==> config.mk <==
export PLATFORM = sky130hd
export DESIGN_NAME = buffer_slot_stage_tracker_unit_flat
export DESIGN_NICKNAME = d
export VERILOG_FILES = /design/src/rtl/bsst_pkg.sv /design/src/rtl/bsst_if.sv /design/src/rtl/buffer_slot_stage_tracker_unit.sv /design/src/flat_wrapper.sv
export SDC_FILE = /design/constraint.sdc
export NUM_CORES = 1
export LEC_CHECK = 0
export BUFFER_PORTS_ARGS = -buffer_cell sky130_fd_sc_hd__buf_2
export CELL_PAD_IN_SITES_DETAIL_PLACEMENT = 1
export CELL_PAD_IN_SITES_GLOBAL_PLACEMENT = 2
export CORE_UTILIZATION = 45
export CTS_BUF_LIST = sky130_fd_sc_hd__clkbuf_4
export DETAILED_ROUTE_END_ITERATION = 8
export HOLD_SLACK_MARGIN = 0.02
export PLACE_DENSITY = 0.89
export REMOVE_ABC_BUFFERS = 1
export SLEW_MARGIN = 20
export SYNTH_ARGS = -nofsm -noshare
export SYNTH_HDL_FRONTEND = slang
export SYNTH_SLANG_ARGS = --single-unit
export TNS_END_PERCENT = 5
==> constraint.sdc <==
create_clock -name clk -period 4.19 [get_ports clk]
set_input_delay 0.838 -clock clk [delete_from_list [all_inputs] [get_ports clk]]
set_output_delay 0.838 -clock clk [all_outputs]
set_load 0.1 [all_outputs]
==> src/rtl/bsst_pkg.sv <==
// ----------------------------------------------------------------------------
// Buffer slot stage tracker package
// Pool size, field widths, command and stage codes shared by the block.
// ----------------------------------------------------------------------------
package bsst_pkg;

	localparam int SLOT_COUNT = 16;

	// Widths of the word fields on the channels.
	localparam int CMD_W        = 2;
	localparam int STAGE_W      = 2;
	localparam int SLOT_FIELD_W = 4;

	// Only the slots that the index field can name are tracked; the rest are
	// not stored at all.
	localparam int SLOT_FIELD_LIMIT = 1 << SLOT_FIELD_W;
	localparam int USABLE_SLOTS     = (SLOT_COUNT < SLOT_FIELD_LIMIT) ?
		SLOT_COUNT : SLOT_FIELD_LIMIT;
	localparam int SLOT_W           = (USABLE_SLOTS > 1) ? $clog2(USABLE_SLOTS) : 1;

	localparam logic [CMD_W-1:0] CMD_CLAIM   = 2'd0;
	localparam logic [CMD_W-1:0] CMD_SET     = 2'd1;
	localparam logic [CMD_W-1:0] CMD_RELEASE = 2'd2;

	localparam logic [STAGE_W-1:0] STAGE_UNUSED   = 2'd0;
	localparam logic [STAGE_W-1:0] STAGE_PENDING  = 2'd1;
	localparam logic [STAGE_W-1:0] STAGE_ESCAPING = 2'd2;
	localparam logic [STAGE_W-1:0] STAGE_UNSENT   = 2'd3;

	typedef logic [STAGE_W-1:0] stage_t;
	typedef logic [SLOT_W-1:0]  slot_idx_t;

endpackage

==> src/rtl/bsst_if.sv <==
// ----------------------------------------------------------------------------
// Buffer slot stage tracker channels
// Command channel and result channel, each a valid/ready handshake.
// ----------------------------------------------------------------------------
interface bsst_req_if;
	logic                             valid;
	logic                             ready;
	logic [bsst_pkg::CMD_W-1:0]        cmd;
	logic [bsst_pkg::STAGE_W-1:0]      stage_sel;
	logic [bsst_pkg::SLOT_FIELD_W-1:0] slot_sel;

	modport source (output valid, cmd, stage_sel, slot_sel, input ready);
	modport sink   (input valid, cmd, stage_sel, slot_sel, output ready);
endinterface

interface bsst_rsp_if;
	logic                             valid;
	logic                             ready;
	logic                             found;
	logic [bsst_pkg::SLOT_FIELD_W-1:0] slot_out;

	modport source (output valid, found, slot_out, input ready);
	modport sink   (input valid, found, slot_out, output ready);
endinterface

==> src/rtl/buffer_slot_stage_tracker_unit.sv <==
// ----------------------------------------------------------------------------
// Buffer slot stage tracker
// Tracks stage and busy bit of a pool of buffer slots; claim, set, release.
// ----------------------------------------------------------------------------
// Usage: commands arrive on req (cmd, stage_sel, slot_sel) and each one gives
// exactly one word on rsp (found, slot_out), in order.
// Set-stage, release and unknown commands are done at the accepting edge and
// their result word is valid in the next cycle.
// A claim walks the slots from the lowest index, one slot per cycle through
// a single stage/busy comparator, and takes the first slot in the wanted
// stage whose busy bit is clear; if there is none it reports not found. No
// command is taken while a scan runs; other commands are taken one every
// cycle while the receiver takes each result.
// req.ready is high when no scan is running and the result register is empty
// or being emptied in the same cycle, so a new command may be taken while the
// receiver takes the previous result. While the receiver stalls, the result
// word holds and no further command is taken until it is.
// Reset puts every slot in the unused stage with its busy bit clear, empties
// the result register and leaves the block ready at once.
// ----------------------------------------------------------------------------
module buffer_slot_stage_tracker_unit (
	input  logic            clk,
	input  logic            arst_n,
	bsst_req_if.sink        req,
	bsst_rsp_if.source      rsp
);
	import bsst_pkg::*;

	typedef enum logic {
		ST_IDLE,
		ST_SCAN
	} state_t;

	localparam slot_idx_t LAST_IDX = SLOT_W'(USABLE_SLOTS - 1);

	state_t                  state_q;
	stage_t                  stage_q [USABLE_SLOTS];
	logic [USABLE_SLOTS-1:0] busy_q;
	slot_idx_t               scan_idx_q;
	stage_t                  want_q;
	logic                    rsp_valid_q;
	logic                    found_q;
	logic [SLOT_FIELD_W-1:0] slot_out_q;

	logic                    accept;
	logic                    sel_in_pool;
	slot_idx_t               sel_idx;
	logic                    hit;
	logic                    rsp_load;

	assign req.ready   = (state_q == ST_IDLE) && (!rsp_valid_q || rsp.ready);
	assign accept      = req.valid && req.ready;
	assign sel_in_pool = ({1'b0, req.slot_sel} < (SLOT_FIELD_W + 1)'(USABLE_SLOTS));
	assign sel_idx     = req.slot_sel[SLOT_W-1:0];

	// The shared comparator: the slot under the scan pointer is a candidate.
	assign hit = (stage_q[scan_idx_q] == want_q) && !busy_q[scan_idx_q];

	// A result word is loaded by any non-claim command and by the end of a scan.
	assign rsp_load = (accept && (req.cmd != CMD_CLAIM)) ||
		((state_q == ST_SCAN) && (hit || (scan_idx_q == LAST_IDX)));

	assign rsp.valid    = rsp_valid_q;
	assign rsp.found    = found_q;
	assign rsp.slot_out = slot_out_q;

	always_ff @(posedge clk or negedge arst_n) begin
		if (!arst_n) begin
			state_q     <= ST_IDLE;
			busy_q      <= '0;
			rsp_valid_q <= 1'b0;
			found_q     <= 1'b0;
			slot_out_q  <= '0;
			want_q      <= STAGE_UNUSED;
			scan_idx_q  <= '0;
			for (int i = 0; i < USABLE_SLOTS; i++) begin
				stage_q[i] <= STAGE_UNUSED;
			end
		end else begin
			if (rsp_load) begin
				rsp_valid_q <= 1'b1;
			end else if (rsp.ready) begin
				rsp_valid_q <= 1'b0;
			end
			case (state_q)
				ST_IDLE: begin
					if (accept) begin
						case (req.cmd)
							CMD_CLAIM: begin
								want_q     <= req.stage_sel;
								scan_idx_q <= '0;
								state_q    <= ST_SCAN;
							end
							CMD_SET: begin
								if (sel_in_pool) begin
									stage_q[sel_idx] <= req.stage_sel;
									busy_q[sel_idx]  <= 1'b0;
								end
								found_q    <= sel_in_pool;
								slot_out_q <= req.slot_sel;
							end
							CMD_RELEASE: begin
								if (sel_in_pool) begin
									busy_q[sel_idx] <= 1'b0;
								end
								found_q    <= sel_in_pool;
								slot_out_q <= req.slot_sel;
							end
							default: begin
								found_q    <= 1'b0;
								slot_out_q <= req.slot_sel;
							end
						endcase
					end
				end
				ST_SCAN: begin
					if (hit) begin
						busy_q[scan_idx_q] <= 1'b1;
						found_q            <= 1'b1;
						slot_out_q         <= SLOT_FIELD_W'(scan_idx_q);
						state_q            <= ST_IDLE;
					end else if (scan_idx_q == LAST_IDX) begin
						found_q    <= 1'b0;
						slot_out_q <= '0;
						state_q    <= ST_IDLE;
					end else begin
						scan_idx_q <= scan_idx_q + SLOT_W'(1);
					end
				end
				default: begin
					state_q <= ST_IDLE;
				end
			endcase
		end
	end

endmodule

==> src/flat_wrapper.sv <==
// flat-port wrapper written by rule: the top's interface ports become plain ports
module buffer_slot_stage_tracker_unit_flat import bsst_pkg::*;
  (clk, arst_n, req_valid, req_cmd, req_stage_sel, req_slot_sel, req_ready, rsp_valid, rsp_found, rsp_slot_out, rsp_ready);
  bsst_req_if req_i ();
  bsst_rsp_if rsp_i ();
  input  logic clk;
  input  logic arst_n;
  input wire logic [$bits(req_i.valid)-1:0] req_valid;
  input wire logic [$bits(req_i.cmd)-1:0] req_cmd;
  input wire logic [$bits(req_i.stage_sel)-1:0] req_stage_sel;
  input wire logic [$bits(req_i.slot_sel)-1:0] req_slot_sel;
  output wire logic [$bits(req_i.ready)-1:0] req_ready;
  output wire logic [$bits(rsp_i.valid)-1:0] rsp_valid;
  output wire logic [$bits(rsp_i.found)-1:0] rsp_found;
  output wire logic [$bits(rsp_i.slot_out)-1:0] rsp_slot_out;
  input wire logic [$bits(rsp_i.ready)-1:0] rsp_ready;
  assign req_i.valid = req_valid;
  assign req_i.cmd = req_cmd;
  assign req_i.stage_sel = req_stage_sel;
  assign req_i.slot_sel = req_slot_sel;
  assign req_ready = req_i.ready;
  assign rsp_valid = rsp_i.valid;
  assign rsp_found = rsp_i.found;
  assign rsp_slot_out = rsp_i.slot_out;
  assign rsp_i.ready = rsp_ready;
  buffer_slot_stage_tracker_unit u_core (.clk(clk), .arst_n(arst_n), .req(req_i), .rsp(rsp_i));
endmodule
==> impl_metrics.py, run 1 <==
metrics = {
    "setup_path": {
        "worstPathCellList": "buf_4, mux2_2, o211ai_1, xnor2_1, o32ai_4, nor2_2, a221o_1",
        "crit_path_end_kind": "flop",
        "critical_path_required_ps": 4490,
        "ff2ff_setup_slack_ps": 1060,
        "timing.critical_path.fanout_max": 18,
        "critical_path.reg2reg.startpoint": "u_core.scan_idx_q[1]",
        "critPathSlowestCell": "sky130_fd_sc_hd__dfrtp_1",
        "worst_ep_arrival_time_ps": 3430,
        "critPathKind": "flop to flop",
        "critical_path.max_stage_delay_ps": 930,
        "cp_top_family": "compound AO/OA/AOI/OAI gates",
        "worstSetupStartpoint": "u_core.scan_idx_q[1]",
        "critical_path.startpoint_type": "flop",
        "critical_path_buf_inv_count": 1,
    },
    "final_layout": {
        "layout_cells_sized_above_1_pct": 27.3,
        "fin_nets": 322,
        "antenna-diode-count": 0,
        "layout-area-overhead-vs-synth_pct": 9.68,
        "final_area_um2": 3520,
    },
    "yosys": {
        "synth_largest_area_cell": "sky130_fd_sc_hd__dfrtp_1",
        "syn-cell-area_um2": 3210,
        "postSynthCellCount": 286,
        "synthDistinctLibCells": 46,
        "dominant_cells_by_area_after_synthesis": "sky130_fd_sc_hd__dfrtp_1 (48%), sky130_fd_sc_hd__mux2_2 (13%), sky130_fd_sc_hd__mux2i_1 (5.0%), sky130_fd_sc_hd__nor2_1 (3.5%), sky130_fd_sc_hd__mux4_2 (2.8%)",
        "avg_synthesized_cell_area_um2": 11.2,
        "synth_seq_cells": 61,
        "synth_seq_area_share_pct": 47.6,
        "synth_top_cell_area_share_pct": 47.6,
        "synth_warnings": 0,
    },
    "cts": {
        "cts_tree": "yes",
        "clkTransAtPathRegs_ps": 120,
        "cts-root-buf": "sky130_fd_sc_hd__clkbuf_4",
        "cts_resized": 0,
        "ctsHtreeMaxLevel": 3,
        "post_cts_buffers": 0,
        "cts_hold_buffers": 0,
        "worst_skew_pair.late_latency_ps": 420,
        "tritoncts_num_sinks": 61,
        "ctsLongestPathBuffers": 2,
        "cts_bufs_inserted": 9,
    },
    "run": {
        "maxCapViolations": 0,
    },
    "floorplanning": {
        "std_cell_rows": 30,
        "die_width_um": 86.4,
        "chipHeight_um": 86.4,
        "placeableCoreArea_um2": 6830,
        "pin_count": 19,
        "die-area_um2": 7470,
        "floorplan.initialDensity_pct": 46.9,
    },
    "global_routing": {
        "wire_length_of_the_first_global_routing_pass_mm": 13.6,
        "grt_util_all_layers_pct": 24.8,
        "antenna_violations_before_repair": 0,
        "grt.met3_usage_pct": 5.05,
        "gr-usage-met2_pct": 40.7,
        "grt.busiest_layer": "met2",
        "grt_overflow_total": 0,
        "grtUsageMet1_pct": 31.1,
        "grt_pass1_vias": 2571,
        "grt_max_degree": 32,
    },
    "placed_design": {
        "globalplace.congestion": 0.836,
        "hpwl_mm": 5.63,
        "io_buffers": 18,
        "placedInstanceArea_um2": 3350,
    },
    "sta": {
        "timing.fmax_ghz": 0.320,
        "min_period_ps": 3130,
        "tcrit_tclk_final_pct": 74.6,
        "totalNegativeSetupSlack_ps": 0,
        "clk_skew_ps": 25.3,
        "setup_violations": 0,
        "timing_worst_slew_pin_value_ps": 875,
        "timing.max_slew.rel_slack_pct": 41.6,
        "timing.final.max_slew_violations": 0,
        "hold_violations": 0,
        "rsz_0062_raised_after_global_routing": "false",
    },
    "drt": {
        "final_antenna_net_count": 0,
        "drt-total-wl_mm": 8.08,
        "first_pass_iters": 4,
        "drt_iter0_markers": 69,
        "route.vias.total": 2274,
        "avgViaCountPerCell": 5.63,
        "drc_errors": 0,
        "routedWlPerCell_um": 20.0,
    },
    "pwr": {
        "ir_worst_vdd_uv": 360,
        "power-per-cell-area_nw_per_um2": 741,
        "leakage_nw": 1.56,
    },
    "hold_path": {
        "hold_class": "input port to async pin",
    },
    "run_status": {
        "outcome": "finished, final reports clean",
    },
}
==> cell usage after synthesis (all sizes together) <==
library cell	number
a21oi	5
a221o	4
a22oi	4
a2bb2oi	1
and2	1
and2b	1
and3	2
buf	9
clkbuf	4
dfrtp	61
ha	6
inv	11
mux2	40
mux2i	16
mux4	4
nand2	24
nand2b	4
nand3	6
nand3b	1
nor2	31
nor2b	4
nor3	1
nor4	1
o211ai	2
o21ai	27
o21bai	1
o221ai	3
o22ai	2
o2bb2ai	2
o31ai	1
o32ai	1
o41ai	1
or2	1
or3	1
xnor2	3
==> state kept, by name, indices dropped and copies added (netlist names) <==
name,count
u_core.busy_q,16
u_core.rsp.found,1
u_core.rsp.slot_out,4
u_core.rsp.valid,1
u_core.scan_idx_q,4
u_core.stage_q,32
u_core.state_q,1
u_core.want_q,2
==> per-stage QoR <==
step	std cells	util (%)	total power, mW	setup WS (ps)	hold slack (ps)
floorplan	273	-	1.80	581	466
finish	404	51.5	2.61	1060	458
detailed placement	389	49.0	2.09	1070	496
global route	404	51.5	2.77	891	508
global placement	389	49.0	2.06	1200	489
CTS	404	51.5	2.62	1060	471
==> layout make-up <==
type                    count  area (um2)
multi-input cells         201        1550
clock inverters             6         103
clock buffers               9        67.6
inverters                  11        41.3
well taps                  96         120
fillers                   770        3310
flip-flops and latches     61        1530
repair buffers             20         105
==> where the power goes <==
group          total, mW  switching [mW]  leakage, nW  internal (mW)
clock network      0.516           0.222       0.0909          0.294
logic               1.13           0.703        0.700          0.425
registers          0.962           0.212        0.765          0.751
total               2.61            1.14         1.56           1.47
==> layout by cell type (no fill, tap or decap), types with 2 or more instances in the layout <==
| cell type | count |
|---|---|
| sky130_fd_sc_hd__a21oi_1 | 5 |
| sky130_fd_sc_hd__a221o_1 | 4 |
| sky130_fd_sc_hd__a22oi_1 | 4 |
| sky130_fd_sc_hd__and3_1 | 2 |
| sky130_fd_sc_hd__buf_2 | 18 |
| sky130_fd_sc_hd__buf_4 | 2 |
| sky130_fd_sc_hd__bufinv_16 | 3 |
| sky130_fd_sc_hd__clkbuf_4 | 9 |
| sky130_fd_sc_hd__clkinv_1 | 2 |
| sky130_fd_sc_hd__dfrtp_1 | 61 |
| sky130_fd_sc_hd__ha_1 | 6 |
| sky130_fd_sc_hd__inv_1 | 11 |
| sky130_fd_sc_hd__mux2_1 | 2 |
| sky130_fd_sc_hd__mux2_2 | 36 |
| sky130_fd_sc_hd__mux2_4 | 2 |
| sky130_fd_sc_hd__mux2i_1 | 16 |
| sky130_fd_sc_hd__mux4_2 | 4 |
| sky130_fd_sc_hd__nand2_1 | 24 |
| sky130_fd_sc_hd__nand2b_1 | 4 |
| sky130_fd_sc_hd__nand3_1 | 4 |
| sky130_fd_sc_hd__nand3_2 | 2 |
| sky130_fd_sc_hd__nor2_1 | 30 |
| sky130_fd_sc_hd__nor2b_1 | 4 |
| sky130_fd_sc_hd__o211ai_1 | 2 |
| sky130_fd_sc_hd__o21ai_0 | 14 |
| sky130_fd_sc_hd__o21ai_1 | 13 |
| sky130_fd_sc_hd__o221ai_2 | 2 |
| sky130_fd_sc_hd__o2bb2ai_1 | 2 |
| sky130_fd_sc_hd__xnor2_1 | 2 |
==> layer usage <==
metal	routed length [um]	part of all wire, %	vias up
met3	245	3.0	22
met2	3960	49	37
met5	0	0	-
met4	265	3.3	0
met1	3610	45	1163
li1	-	-	1052
==> logic make-up after synthesis <==
| group | synth area share (%) |
|---|---|
| adders and majority gates | 2.34 |
| DFF | 47.6 |
| muxes | 22.1 |
| AOI/OAI and AO/OA | 11.9 |
| and+or+nand+nor | 11.1 |
| buffers and inverters | 3.94 |
| xor gates and xnor gates | 1.05 |
==> worst register-to-register path, cell delays in order (launching register included) <==
cell	delay (ps)
sky130_fd_sc_hd__dfrtp_1	930
sky130_fd_sc_hd__buf_4	330
sky130_fd_sc_hd__mux2_2	360
sky130_fd_sc_hd__o211ai_1	210
sky130_fd_sc_hd__xnor2_1	130
sky130_fd_sc_hd__o32ai_4	570
sky130_fd_sc_hd__nor2_2	140
sky130_fd_sc_hd__a221o_1	360
==> worst paths after layout <==
check	cells past startpoint	endpoint
worst max-delay path	7	u_core.rsp.slot_out[1]
worst min-delay path	1	u_core.rsp.slot_out[2]
worst max register to register	7	u_core.rsp.slot_out[1]
worst min register to register	1	u_core.stage_q[29]
max in group asynchronous	2	u_core.stage_q[19]
min in group clk	1	u_core.stage_q[29]
No activity file was read; power rests on OpenSTA's default activity.
==> run 2: changes to the inputs <==
Settings changed: ABC_AREA set to 1, CORE_UTILIZATION 45 to 36, PLACE_DENSITY 0.89 to 0.84.
Clock period 4.19 ns to 3 ns, I/O delays scaled along.
==> run 2 against run 1 <==
Compared with the run above: clock skew down 16 ps; first-iteration DRC count is 77% higher; flip-flop and latch count stayed put; register-to-register slack got worse by 310 ps; die area rose by 36%; highest routed layer unchanged; critical endpoint is now u_core.scan_idx_q[0]; largest power group unchanged; worst hold slack got worse by 350 ps; wire length grew 28%; clock-buffer cell count rose by 1; power up 28%; sequential power increased by 23%; sequential share of layout area decreased by 3.3 points.
==> impl_metrics.py, run 2 <==
metrics = {
    "run_status": {
        "outcome": "finished, final reports clean",
    },
    "cts": {
        "ctsHtreeMaxLevel": 3,
        "tritoncts_num_sinks": 61,
        "post_cts_buffers": 0,
        "cts_bufs_inserted": 9,
        "clkTransAtPathRegs_ps": 110,
        "worst_skew_pair.late_latency_ps": 410,
        "cts_resized": 0,
        "ctsLongestPathBuffers": 2,
        "cts_tree": "yes",
        "cts-root-buf": "sky130_fd_sc_hd__clkbuf_4",
        "cts_hold_buffers": 0,
    },
    "yosys": {
        "postSynthCellCount": 491,
        "number_of_flops_mapped_to_enable_cells_by_yosys": 0,
        "synth_most_common_cell": "sky130_fd_sc_hd__nand2_1",
        "synth_seq_area_share_pct": 43.5,
        "syn-cell-area_um2": 3510,
        "dominant_cells_by_area_after_synthesis": "sky130_fd_sc_hd__dfrtp_1 (43%), sky130_fd_sc_hd__nand2_1 (19%), sky130_fd_sc_hd__o21ai_0 (7.3%), sky130_fd_sc_hd__inv_1 (6.1%), sky130_fd_sc_hd__nor2_1 (3.7%)",
        "synth-async-reset-ratio_pct": 100,
        "synth_warnings": 0,
        "synth_top_cell_area_share_pct": 43.5,
        "synth_largest_area_cell": "sky130_fd_sc_hd__dfrtp_1",
        "synthDistinctLibCells": 29,
        "synth.cells.most_frequent": "sky130_fd_sc_hd__nand2_1 (180), sky130_fd_sc_hd__dfrtp_1 (61), sky130_fd_sc_hd__inv_1 (57), sky130_fd_sc_hd__o21ai_0 (51), sky130_fd_sc_hd__nor2_1 (35)",
        "avg_synthesized_cell_area_um2": 7.15,
        "synth_ff_type": "sky130_fd_sc_hd__dfrtp_1",
        "synth_seq_cells": 61,
    },
    "sta": {
        "finalWorstSetupSlack_ps": 749,
        "hold_violations": 0,
        "timing.max_slew.rel_slack_pct": 47.2,
        "hold_slack_ps": 113,
        "min_period_ps": 2250,
        "tcrit_tclk_final_pct": 75.0,
        "timing.fmax_ghz": 0.444,
        "clk_skew_ps": 9.76,
        "setup_violations": 0,
        "timing.final.max_slew_violations": 0,
        "timing_worst_slew_pin_value_ps": 784,
        "rsz_0062_raised_after_global_routing": "false",
    },
    "final_layout": {
        "post-route-util_pct": 40.8,
        "layout_common_cells": "sky130_fd_sc_hd__nand2_1 (180), sky130_fd_sc_hd__dfrtp_1 (61), sky130_fd_sc_hd__inv_1 (57)",
        "largest_register_ffs": 32,
        "antenna-diode-count": 0,
        "leading_cell_type_in_the_layout_fill_and_taps_excluded": "sky130_fd_sc_hd__nand2_1",
        "final_cells": 642,
        "largest_registers": "u_core.stage_q: 32 flops, u_core.busy_q: 16 flops",
        "max_flop_register": "u_core.stage_q",
        "layout_cells_sized_above_1_pct": 11.5,
        "layout-area-overhead-vs-synth_pct": 8.41,
        "fin_nets": 526,
    },
    "setup_path": {
        "rr_endpoint": "u_core.scan_idx_q[0]",
        "worst_setup_path_endpoint": "u_core.scan_idx_q[0]",
        "cp.depth": 15,
        "critical_path.max_stage_delay_ps": 410,
        "critical_path.startpoint_type": "flop",
        "cp_top_family": "simple AND/OR/NAND/NOR gates",
        "critical_path_buf_inv_count": 2,
        "cpMostUsedCell": "sky130_fd_sc_hd__nand2_1",
        "worstSetupStartpoint": "u_core.scan_idx_q[0]",
        "ff2ff_setup_slack_ps": 750,
        "critPathKind": "flop to flop",
        "reg2reg_depth": 15,
        "crit_path_end_kind": "flop",
        "critPathSlowestCell": "sky130_fd_sc_hd__dfrtp_1",
        "critical_path_required_ps": 3300,
        "worst_ep_arrival_time_ps": 2550,
        "timing.critical_path.fanout_max": 26,
        "worstPathCellList": "inv_2, nand2_1, nand3_1, nand2_1, nand2_1, nand2_1, nor2_2, nand2_1, nand2_1, nor2_4, nand3_2, buf_4, nand3_4, nand2_1, nand2_1",
        "critical_path.reg2reg.startpoint": "u_core.scan_idx_q[0]",
    },
    "placed_design": {
        "place_inst": 626,
        "io_buffers": 18,
        "hpwl_mm": 7.60,
        "pre_cts_ws_ps": 715,
        "globalplace.congestion": 0.866,
    },
    "global_routing": {
        "grt_util_all_layers_pct": 22.8,
        "grt_overflow_total": 0,
        "antenna_violations_before_repair": 0,
        "grt_max_degree": 27,
        "grt_pass1_vias": 3303,
        "wire_length_of_the_first_global_routing_pass_mm": 17.5,
    },
    "pwr": {
        "ir_worst_vdd_uv": 586,
        "seqPwrFrac_pct": 35.4,
        "leakage_nw": 1.94,
        "combinationalPowerShare_pct": 49.5,
        "power.switching_fraction_pct": 50.2,
        "intPower_mw": 1.66,
        "power-per-cell-area_nw_per_um2": 877,
        "total_switching_power_mw": 1.68,
        "design_power_total_mw": 3.34,
        "power.share.clock_pct": 15.1,
    },
    "drt": {
        "routedWlPerCell_um": 16.2,
        "first_pass_iters": 4,
        "avgViaCountPerCell": 4.92,
        "drc_errors": 0,
        "top_layer": "met4",
        "drt_iter0_markers": 122,
        "route.met2.wl_mm": 4.81,
        "drt-total-wl_mm": 10.4,
        "final_antenna_net_count": 0,
        "detailroute.wirelength.met3_um": 444,
        "route.vias.total": 3158,
        "detailed_routing_wirelength_on_met1_mm": 4.99,
    },
    "floorplanning": {
        "placeableCoreArea_um2": 9330,
        "pin_count": 19,
        "chipHeight_um": 101,
        "std_cell_rows": 35,
        "die_width_um": 101,
        "die-area_um2": 10200,
        "floorplan.initialDensity_pct": 37.6,
    },
    "hold_path": {
        "hold_class": "input port to async pin",
    },
    "run": {
        "maxCapViolations": 0,
    },
}
-- run 2: cell types whose count changed after synthesis, sizes merged, moves of 9 or more --
cell	delta
mux2i	-16
nor2	+9
nand4	+14
nand2	+158
o21ai	+37
mux2	-38
nand3	+21
inv	+53
-- run 2: through the flow --
| stage | setup TNS (ps) | cell area (um2) |
|---|---|---|
| 6_report | 0 | 3810 |
| 5_1_grt | 0 | 3810 |
| 4_1_cts | 0 | 3810 |
| 3_5_place_dp | 0 | 3700 |
| 3_3_place_gp | 0 | 3700 |
| 2_1_floorplan | -25230 | 3390 |
-- run 2: cells by family (layout without fill, tap and decap cells) --
| family | Yosys count | after routing | synth area share [%] |
|---|---|---|---|
| flip-flops | 61 | 61 | 43.5 |
| AO/OA/AOI/OAI | 72 | 72 | 10.6 |
| AND/OR/NAND/NOR | 264 | 264 | 32.3 |
| multiplexers | 2 | 2 | 0.641 |
| XOR/XNOR | 2 | 2 | 0.499 |
| buffers and inverters | 84 | 106 | 10.4 |
| adder cells (fa/ha/maj) | 6 | 6 | 2.14 |
-- run 2: worst min-delay path by stage --
stage | startpoint | endpoint | slack [ps] | depth (start not counted)
finish | arst_n | u_core.stage_q[13] | 110 | 1
detailed placement | u_core.busy_q[10] | u_core.busy_q[10] | 500 | 2
CTS | arst_n | u_core.stage_q[12] | 110 | 1
global placement | u_core.busy_q[8] | u_core.busy_q[8] | 500 | 2
global route | arst_n | u_core.stage_q[13] | 110 | 1
floorplan | arst_n | u_core.busy_q[0] | 300 | 0
-- run 2: worst register-to-register path, stage by stage (launching register included) --
cell	delay, ps
sky130_fd_sc_hd__dfrtp_1	410
sky130_fd_sc_hd__inv_2	380
sky130_fd_sc_hd__nand2_1	120
sky130_fd_sc_hd__nand3_1	90
sky130_fd_sc_hd__nand2_1	60
sky130_fd_sc_hd__nand2_1	50
sky130_fd_sc_hd__nand2_1	120
sky130_fd_sc_hd__nor2_2	150
sky130_fd_sc_hd__nand2_1	60
sky130_fd_sc_hd__nand2_1	100
sky130_fd_sc_hd__nor2_4	60
sky130_fd_sc_hd__nand3_2	70
sky130_fd_sc_hd__buf_4	220
sky130_fd_sc_hd__nand3_4	110
sky130_fd_sc_hd__nand2_1	90
sky130_fd_sc_hd__nand2_1	60
-- run 2: power groups by stage --
stage,clock network [mW],logic [mW],registers [mW]
after detailed placement,0,1.66,1.20
after global routing,0.561,1.84,1.21
after floorplan,0,0.945,1.43
final,0.504,1.65,1.18
after CTS,0.521,1.67,1.18
after global placement,0,1.63,1.19
-- run 2: metal layers --
layer,vias to the layer above,GRT usage (%)
met5,-,0
met4,0,6.47
met3,14,4.44
met2,49,36.0
met1,1522,31.7
li1,1573,-
-- run 2: layout make-up --
class,count,area [um2]
Timing Repair Buffer,26,150
Fill cell,1222,5520
Sequential cell,61,1530
Tap cell,129,161
Multi-Input combinational cell,346,1620
Clock inverter,6,30.0
Clock buffer,10,75.1
Inverter,64,243
